### src/hdl/waypoint_follower_2d_defines.svh
// Assertion macros used by the waypoint follower controller.
`ifndef WAYPOINT_FOLLOWER_2D_DEFINES_SVH
`define WAYPOINT_FOLLOWER_2D_DEFINES_SVH

// The consequent must hold in the same cycle as the antecedent.
`define WF2D_ASSERT_NOW(lbl, clk, rst, ante, cons, msg) \
   lbl: assert property (@(posedge clk) disable iff (rst) (ante) |-> (cons)) \
      else $error(msg);

// The consequent must hold in the cycle after the antecedent.
`define WF2D_ASSERT_NEXT(lbl, clk, rst, ante, cons, msg) \
   lbl: assert property (@(posedge clk) disable iff (rst) (ante) |=> (cons)) \
      else $error(msg);

`endif

### src/hdl/wf2d_pkg.sv
`timescale 1ns / 1ps
package wf2d_pkg;

   // Request codes.
   localparam logic [1:0] REQ_LOAD  = 2'd0;
   localparam logic [1:0] REQ_START = 2'd1;
   localparam logic [1:0] REQ_TICK  = 2'd2;
   localparam logic [1:0] REQ_PLACE = 2'd3;

   // Register indexes.
   localparam logic CSR_SPEED = 1'b0;
   localparam logic CSR_MODE  = 1'b1;

   // Final iteration counter values of the square root and divider units.
   localparam logic [5:0] SQRT_LAST = 6'd32;
   localparam logic [5:0] DIV_LAST  = 6'd16;

   typedef struct packed {
      logic [1:0]         req_type;
      logic [5:0]         wp_index;
      logic signed [31:0] coord_x;
      logic signed [31:0] coord_y;
      logic [6:0]         path_length;
      logic [15:0]        tick_time;
   } req_payload_type;

   typedef struct packed {
      logic signed [31:0] pos_x;
      logic signed [31:0] pos_y;
      logic               moving;
      logic [5:0]         waypoint_index;
      logic               arrived;
   } rsp_payload_type;

   typedef enum logic [3:0] {
      ST_IDLE,
      ST_LOAD_TGT,
      ST_SQ_X,
      ST_SQ_Y,
      ST_SQRT,
      ST_CMP,
      ST_DIV,
      ST_MUL,
      ST_MOVE,
      ST_ADV_RD,
      ST_ADV_WR,
      ST_RESP
   } state_type;

   typedef struct packed {
      logic accept;
      logic clr_follow;
      logic load_tgt;
      logic sq_x;
      logic sq_y;
      logic sqrt_step;
      logic div_init;
      logic div_step;
      logic mul;
      logic move;
      logic inc_index;
      logic finish;
      logic load_target;
   } cmd_type;

   typedef struct packed {
      logic following;
      logic tick_stop;
      logic smooth;
      logic dist_le_step;
      logic at_end;
   } status_type;

endpackage

### src/hdl/wf2d_ctrl.sv
`timescale 1ns / 1ps
`include "waypoint_follower_2d_defines.svh"
module wf2d_ctrl (
   input  logic                clock,
   input  logic                reset,
   input  logic                start,
   input  logic [1:0]          req_type,
   input  wf2d_pkg::status_type status,
   output wf2d_pkg::cmd_type    cmd,
   output logic                busy,
   output logic                rsp_valid
);

   wf2d_pkg::state_type state_ff, state_in;
   logic [5:0]          cnt_ff, cnt_in;
   logic                is_tick;

   assign is_tick = (req_type == wf2d_pkg::REQ_TICK);

   // State and iteration counter registers.
   always_ff @(posedge clock) begin
      if (reset) begin
         state_ff <= wf2d_pkg::ST_IDLE;
         cnt_ff   <= '0;
      end else begin
         state_ff <= state_in;
         cnt_ff   <= cnt_in;
      end
   end

   // The counter restarts on every change of state.
   assign cnt_in = (state_in != state_ff) ? 6'd0 : cnt_ff + 6'd1;

   // Next state.
   always_comb begin
      state_in = state_ff;
      unique case (state_ff)
         wf2d_pkg::ST_IDLE: begin
            if (start) begin
               if (is_tick && status.following && !status.tick_stop) begin
                  state_in = wf2d_pkg::ST_LOAD_TGT;
               end else begin
                  state_in = wf2d_pkg::ST_RESP;
               end
            end
         end
         wf2d_pkg::ST_LOAD_TGT: state_in = wf2d_pkg::ST_SQ_X;
         wf2d_pkg::ST_SQ_X:     state_in = wf2d_pkg::ST_SQ_Y;
         wf2d_pkg::ST_SQ_Y:     state_in = wf2d_pkg::ST_SQRT;
         wf2d_pkg::ST_SQRT: begin
            if (cnt_ff == wf2d_pkg::SQRT_LAST) begin
               state_in = wf2d_pkg::ST_CMP;
            end
         end
         wf2d_pkg::ST_CMP: begin
            if (!status.dist_le_step) begin
               state_in = wf2d_pkg::ST_DIV;
            end else if (!status.at_end && status.smooth) begin
               state_in = wf2d_pkg::ST_ADV_RD;
            end else begin
               state_in = wf2d_pkg::ST_RESP;
            end
         end
         wf2d_pkg::ST_DIV: begin
            if (cnt_ff == wf2d_pkg::DIV_LAST) begin
               state_in = wf2d_pkg::ST_MUL;
            end
         end
         wf2d_pkg::ST_MUL:    state_in = wf2d_pkg::ST_MOVE;
         wf2d_pkg::ST_MOVE:   state_in = wf2d_pkg::ST_RESP;
         wf2d_pkg::ST_ADV_RD: state_in = wf2d_pkg::ST_ADV_WR;
         wf2d_pkg::ST_ADV_WR: state_in = wf2d_pkg::ST_RESP;
         wf2d_pkg::ST_RESP:   state_in = wf2d_pkg::ST_IDLE;
         default:             state_in = wf2d_pkg::ST_IDLE;
      endcase
   end

   // Datapath commands.
   always_comb begin
      cmd = '0;
      unique case (state_ff)
         wf2d_pkg::ST_IDLE: begin
            cmd.accept     = start;
            cmd.clr_follow = start && is_tick && status.following && status.tick_stop;
         end
         wf2d_pkg::ST_LOAD_TGT: cmd.load_tgt  = 1'b1;
         wf2d_pkg::ST_SQ_X:     cmd.sq_x      = 1'b1;
         wf2d_pkg::ST_SQ_Y:     cmd.sq_y      = 1'b1;
         wf2d_pkg::ST_SQRT:     cmd.sqrt_step = 1'b1;
         wf2d_pkg::ST_CMP: begin
            cmd.div_init  = !status.dist_le_step;
            cmd.finish    = status.dist_le_step && status.at_end;
            cmd.inc_index = status.dist_le_step && !status.at_end;
         end
         wf2d_pkg::ST_DIV:    cmd.div_step    = 1'b1;
         wf2d_pkg::ST_MUL:    cmd.mul         = 1'b1;
         wf2d_pkg::ST_MOVE:   cmd.move        = 1'b1;
         wf2d_pkg::ST_ADV_RD: cmd            = '0;
         wf2d_pkg::ST_ADV_WR: cmd.load_target = 1'b1;
         wf2d_pkg::ST_RESP:   cmd            = '0;
         default:             cmd            = '0;
      endcase
   end

   assign busy      = (state_ff != wf2d_pkg::ST_IDLE);
   assign rsp_valid = (state_ff == wf2d_pkg::ST_RESP);

   // A request that needs no motion is answered in the following cycle.
   `WF2D_ASSERT_NEXT(a_short_resp, clock, reset, start && !busy && !is_tick, rsp_valid,
      "non-tick request not answered in the next cycle")
   // The result strobe lasts one cycle and returns to idle.
   `WF2D_ASSERT_NEXT(a_strobe_once, clock, reset, rsp_valid, !rsp_valid && !busy,
      "result strobe longer than one cycle")
   // The square root runs its full count before the compare.
   `WF2D_ASSERT_NOW(a_sqrt_count, clock, reset, state_ff == wf2d_pkg::ST_CMP,
      $past(cnt_ff) == wf2d_pkg::SQRT_LAST, "square root ended early")
   // Finishing and advancing never happen together.
   `WF2D_ASSERT_NOW(a_cmp_excl, clock, reset, cmd.finish, !cmd.inc_index && !cmd.div_init,
      "conflicting compare commands")

endmodule

### config.mk
export PLATFORM = sky130hd
export DESIGN_NAME = wf2d_ctrl
export DESIGN_NICKNAME = d
export VERILOG_FILES = /design/src/hdl/wf2d_pkg.sv /design/src/hdl/wf2d_ctrl.sv
export VERILOG_INCLUDE_DIRS = /design/src /design/src/hdl
export SDC_FILE = /design/constraint.sdc
export NUM_CORES = 1
export LEC_CHECK = 0
export BUFFER_PORTS_ARGS = -buffer_cell sky130_fd_sc_hd__buf_2
export CAP_MARGIN = 0
export CORE_UTILIZATION = 40
export CTS_BUF_LIST = sky130_fd_sc_hd__clkbuf_4 sky130_fd_sc_hd__clkbuf_8
export CTS_CLUSTER_DIAMETER = 120
export DETAILED_ROUTE_END_ITERATION = 8
export PLACE_DENSITY_LB_ADDON = 0.08
export SETUP_SLACK_MARGIN = 0.1
export SLEW_MARGIN = 20
export SYNTH_ARGS = -nofsm -noshare
export SYNTH_HDL_FRONTEND = slang
export SYNTH_SLANG_ARGS = --single-unit
### constraint.sdc
create_clock -name clock -period 3.45 [get_ports clock]
set_clock_uncertainty 0.15 [all_clocks]
set_input_delay 0.69 -clock clock [delete_from_list [all_inputs] [get_ports clock]]
set_output_delay 0.69 -clock clock [all_outputs]
set_load 0.01 [all_outputs]
Word-level counts from Yosys, hierarchy flattened
Index checks and enable logic that the tools add are counted.
- multiplexer cells: 18
- add/subtract/negate cells: 1
- reductions and logical operators: 15
- equality and inequality tests: 15
- operators by type and width (kind ; count):
    4-bit case mux with 10 select lines ; 1
    4-bit two-way mux ; 5
    4-bit by 3-bit == test with 1-bit output (second input constant) ; 4
    4-bit == test (second input constant) ; 4
    1-bit two-way mux ; 9
    4-bit by 2-bit == test with 1-bit output (second input constant) ; 2
    1-bit logical AND ; 8
    6-bit by 1-bit adder with 6-bit output (second input constant) ; 1
    6-bit by 5-bit == test with 1-bit output (second input constant) ; 1
    6-bit == test (second input constant) ; 1
    2-bit two-way mux ; 3
    4-bit by 1-bit == test with 1-bit output (second input constant) ; 1
    4-bit zero test ; 1
    4-bit inequality test ; 1
    4-bit nonzero test ; 1
    2-bit OR reduction ; 2
    1-bit zero test ; 3
    2-bit == test (second input constant) ; 1
- bits in registers: 10
- bits of input ports: 10
- word-level logic and storage cells: 51
- output and inout bits: 15

Depth between registers and ports, before layout
- word-level depth: 8
- gate-level depth with buffers: 6
- mapped depth without buffers: 5

Worst setup path before layout
Ideal clock, no wire load.
- path kind: in2out
- start: input req_type[0]
- end: output cmd[11] in the netlist's numbering
- path slack: 1505 ps
- required time: 2610 ps
- buffers on the path: 0
- stages: 2
- arrival: 1105 ps
- cell sequence: nand3b_1 > nor3_1
- RTL lines (item ; RTL line ; source):
    start, declared ; wf2d_ctrl.sv:7 ; input logic [1:0] req_type,
    end, declared ; wf2d_ctrl.sv:9 ; output wf2d_pkg::cmd_type cmd,

==> impl_results.md <==
* DR WL/cell at 10.4 um
* Post-synth EDFFs at 0
* Comb pwr share at 0.382
* Synthesis-to-layout area growth at 21.7%
* Layout cell share with drive strength beyond 1 at 0.280
* Grt total ovfl at 0
* Routed Antenna Nets at 0
* Fin nets at 121
* Final Hold Fails at 0
* Run status: finished, final reports clean
* Crit path time final at 2.30 ns
* Via count at 638
* Sequential-to-total area share from yosys stat at 0.315
* Pins Over Slew Limit at 0
* I/O Buffers at 24
* Clock latency on the worst-skew pair at 0.25 ns
* Routability cong. at 0.725
* Count of different cell masters after synthesis at 31
* R2r setup slk at 1.82 ns
* DR vias/cell at 5.19
* Setup_tns at 0 ns
* CTS tree: built
* Tot GR Track Use at 0.157
* Post-CTS Resized at 0
* Largest cells by area after synthesis: dfxtp_1 (31%), nor2_1 (10%), nor3_1 (6.3%)
* Hpwl dp at 1.00 mm
* Die Ht at 41.9 um
* Largest net degree at the start of global routing at 16
* Syn Area/Cell at 7.57 um^2
* CTS Hold Bufs at 0
* Leakage power at 0.373 nW
* VDD IR-drop max at 349 uV
* First-pass GRT wire length at 2.12 mm
* RSZ-0062 raised after global routing: false
* Worst-Margin Slew at 0.442 ns
* DRC viols at 0
* Crit-path max FO at 15
* Final cycle utilization of the critical path at 0.667
* H-tree level count at 1
* Core area at 1490 um^2
* Max Clk Rate at 435 MHz
* Placed Instance Area at 751 um^2
* Sw frac at 0.396
* Mapped cell area at 636 um^2
* Cell area after layout at 773 um^2
* Worst Setup End Kind: output pin
* Synth top area share at 0.315
* Vias in the first global route at 500
* Die W at 41.9 um
* Number of antenna diodes at 0
* Power Dens Cells at 521 nW/um^2
* Crit path launch type: flip-flop
* Pwr Total at 0.403 mW
* Post-Synthesis Cells at 84
* Post-synth ARST share at 0
* Top Ports at 25
* Non-Filler Instances at 123
* Clock network fraction of design power at 0.183
* Max cap viols at 0
* Fin worst setup slack at 1.15 ns
* Synth warnings at 0
* FP Rows at 14
* Pint at 0.243 mW
* Placed cells at 120
* 1st-pass router iterations at 4
* Initial Util at 0.427
* Post-synth top flop: dfxtp_1
* Clock-pin slew on the worst setup and hold paths at 0.05 ns
* Hold slack at 0.320 ns
* Syn_nets at 96
* Commonest non-fill, non-tap cell in the layout: buf_2
* Clk Tree Root Cell: clkbuf_4
* CP Data Arrival Time at 1.46 ns
* Net load switching power at 0.159 mW
* Die footprint at 1750 um^2
* WL final at 1.28 mm
* TritonCTS Sinks at 10
* Post-Place Setup Slack at 1.37 ns
* Initial antenna violation count at 0
* Deepest clock path buffer count at 2
* WP data required at 2.61 ns
* Slew headroom at 0.705
* Hold Path Class: flip-flop to flip-flop
* Setup violators final at 0
* CTS buffer count at 3
* Number of setup buffers added after CTS at 0
* Seq pwr share at 0.435
* Final core occ at 0.519
* Detailed Route Iter0 Violations at 17
* Most frequent cells in the layout: buf_2 (24), nor2_1 (17), dfxtp_1 (10)
* Crit Path Category: flip-flop to output pin
* Cell taking the most area after synthesis: dfxtp_1
* Post-synthesis register bit count at 10
## final cells by class
cell class	instances	area (um^2)
Multi-Input combinational cell	65	392
Sequential cell	10	200
Fill cell	146	716
Tap cell	16	20.0
Inverter	5	18.8
Clock buffer	3	22.5
Timing Repair Buffer	24	120
## power by group through the flow
stage,Clock (mW),Sequential [mW],Combinational [mW]
6_report,0.0739,0.175,0.154
4_1_cts,0.0778,0.174,0.155
3_3_place_gp,0,0.176,0.153
2_1_floorplan,0,0.146,0.144
5_1_grt,0.0849,0.181,0.173
3_5_place_dp,0,0.177,0.155
## synthesized netlist by cell type, drive strengths merged, types with 2 or more instances
library cell  instances
nand2b                5
nor3                  8
inv                   5
ha                    2
xnor2                 2
nand3                 4
nand2                 4
a21oi                 4
nor2                 17
buf                   3
xor2                  2
and3b                 2
dfxtp                10
## state kept, by name, indices dropped and copies added (netlist names)
signal    cells
state_ff      4
cnt_ff        6
## worst paths after layout
kind,cells past startpoint,endpoint,start
worst max-delay path,3,cmd[1],state_ff[3]
worst min-delay path,1,cnt_ff[0],cnt_ff[0]
worst max register to register,4,cnt_ff[3],state_ff[3]
worst min register to register,1,cnt_ff[0],cnt_ff[0]
## worst max-delay path, cell delays in order, from the launching register on
cell and delay (ns):
dfxtp_1 0.59, and4bb_1 0.31, and3_1 0.18, buf_2 0.13
## cells by family after synthesis
family | share of synthesized area
buf+inv | 0.0689
fa+ha+maj | 0.0394
flops | 0.315
simple gates | 0.406
xor+xnor | 0.0551
compound gates | 0.116
## metal layers
metal	up-vias	track usage	part of all wire
met5	-	0	0
met1	279	0.217	0.50
met3	2	0.0565	0.079
met4	0	0.0581	0.0070
li1	334	-	-
met2	23	0.222	0.41
(Power assumes the default switching activity.)
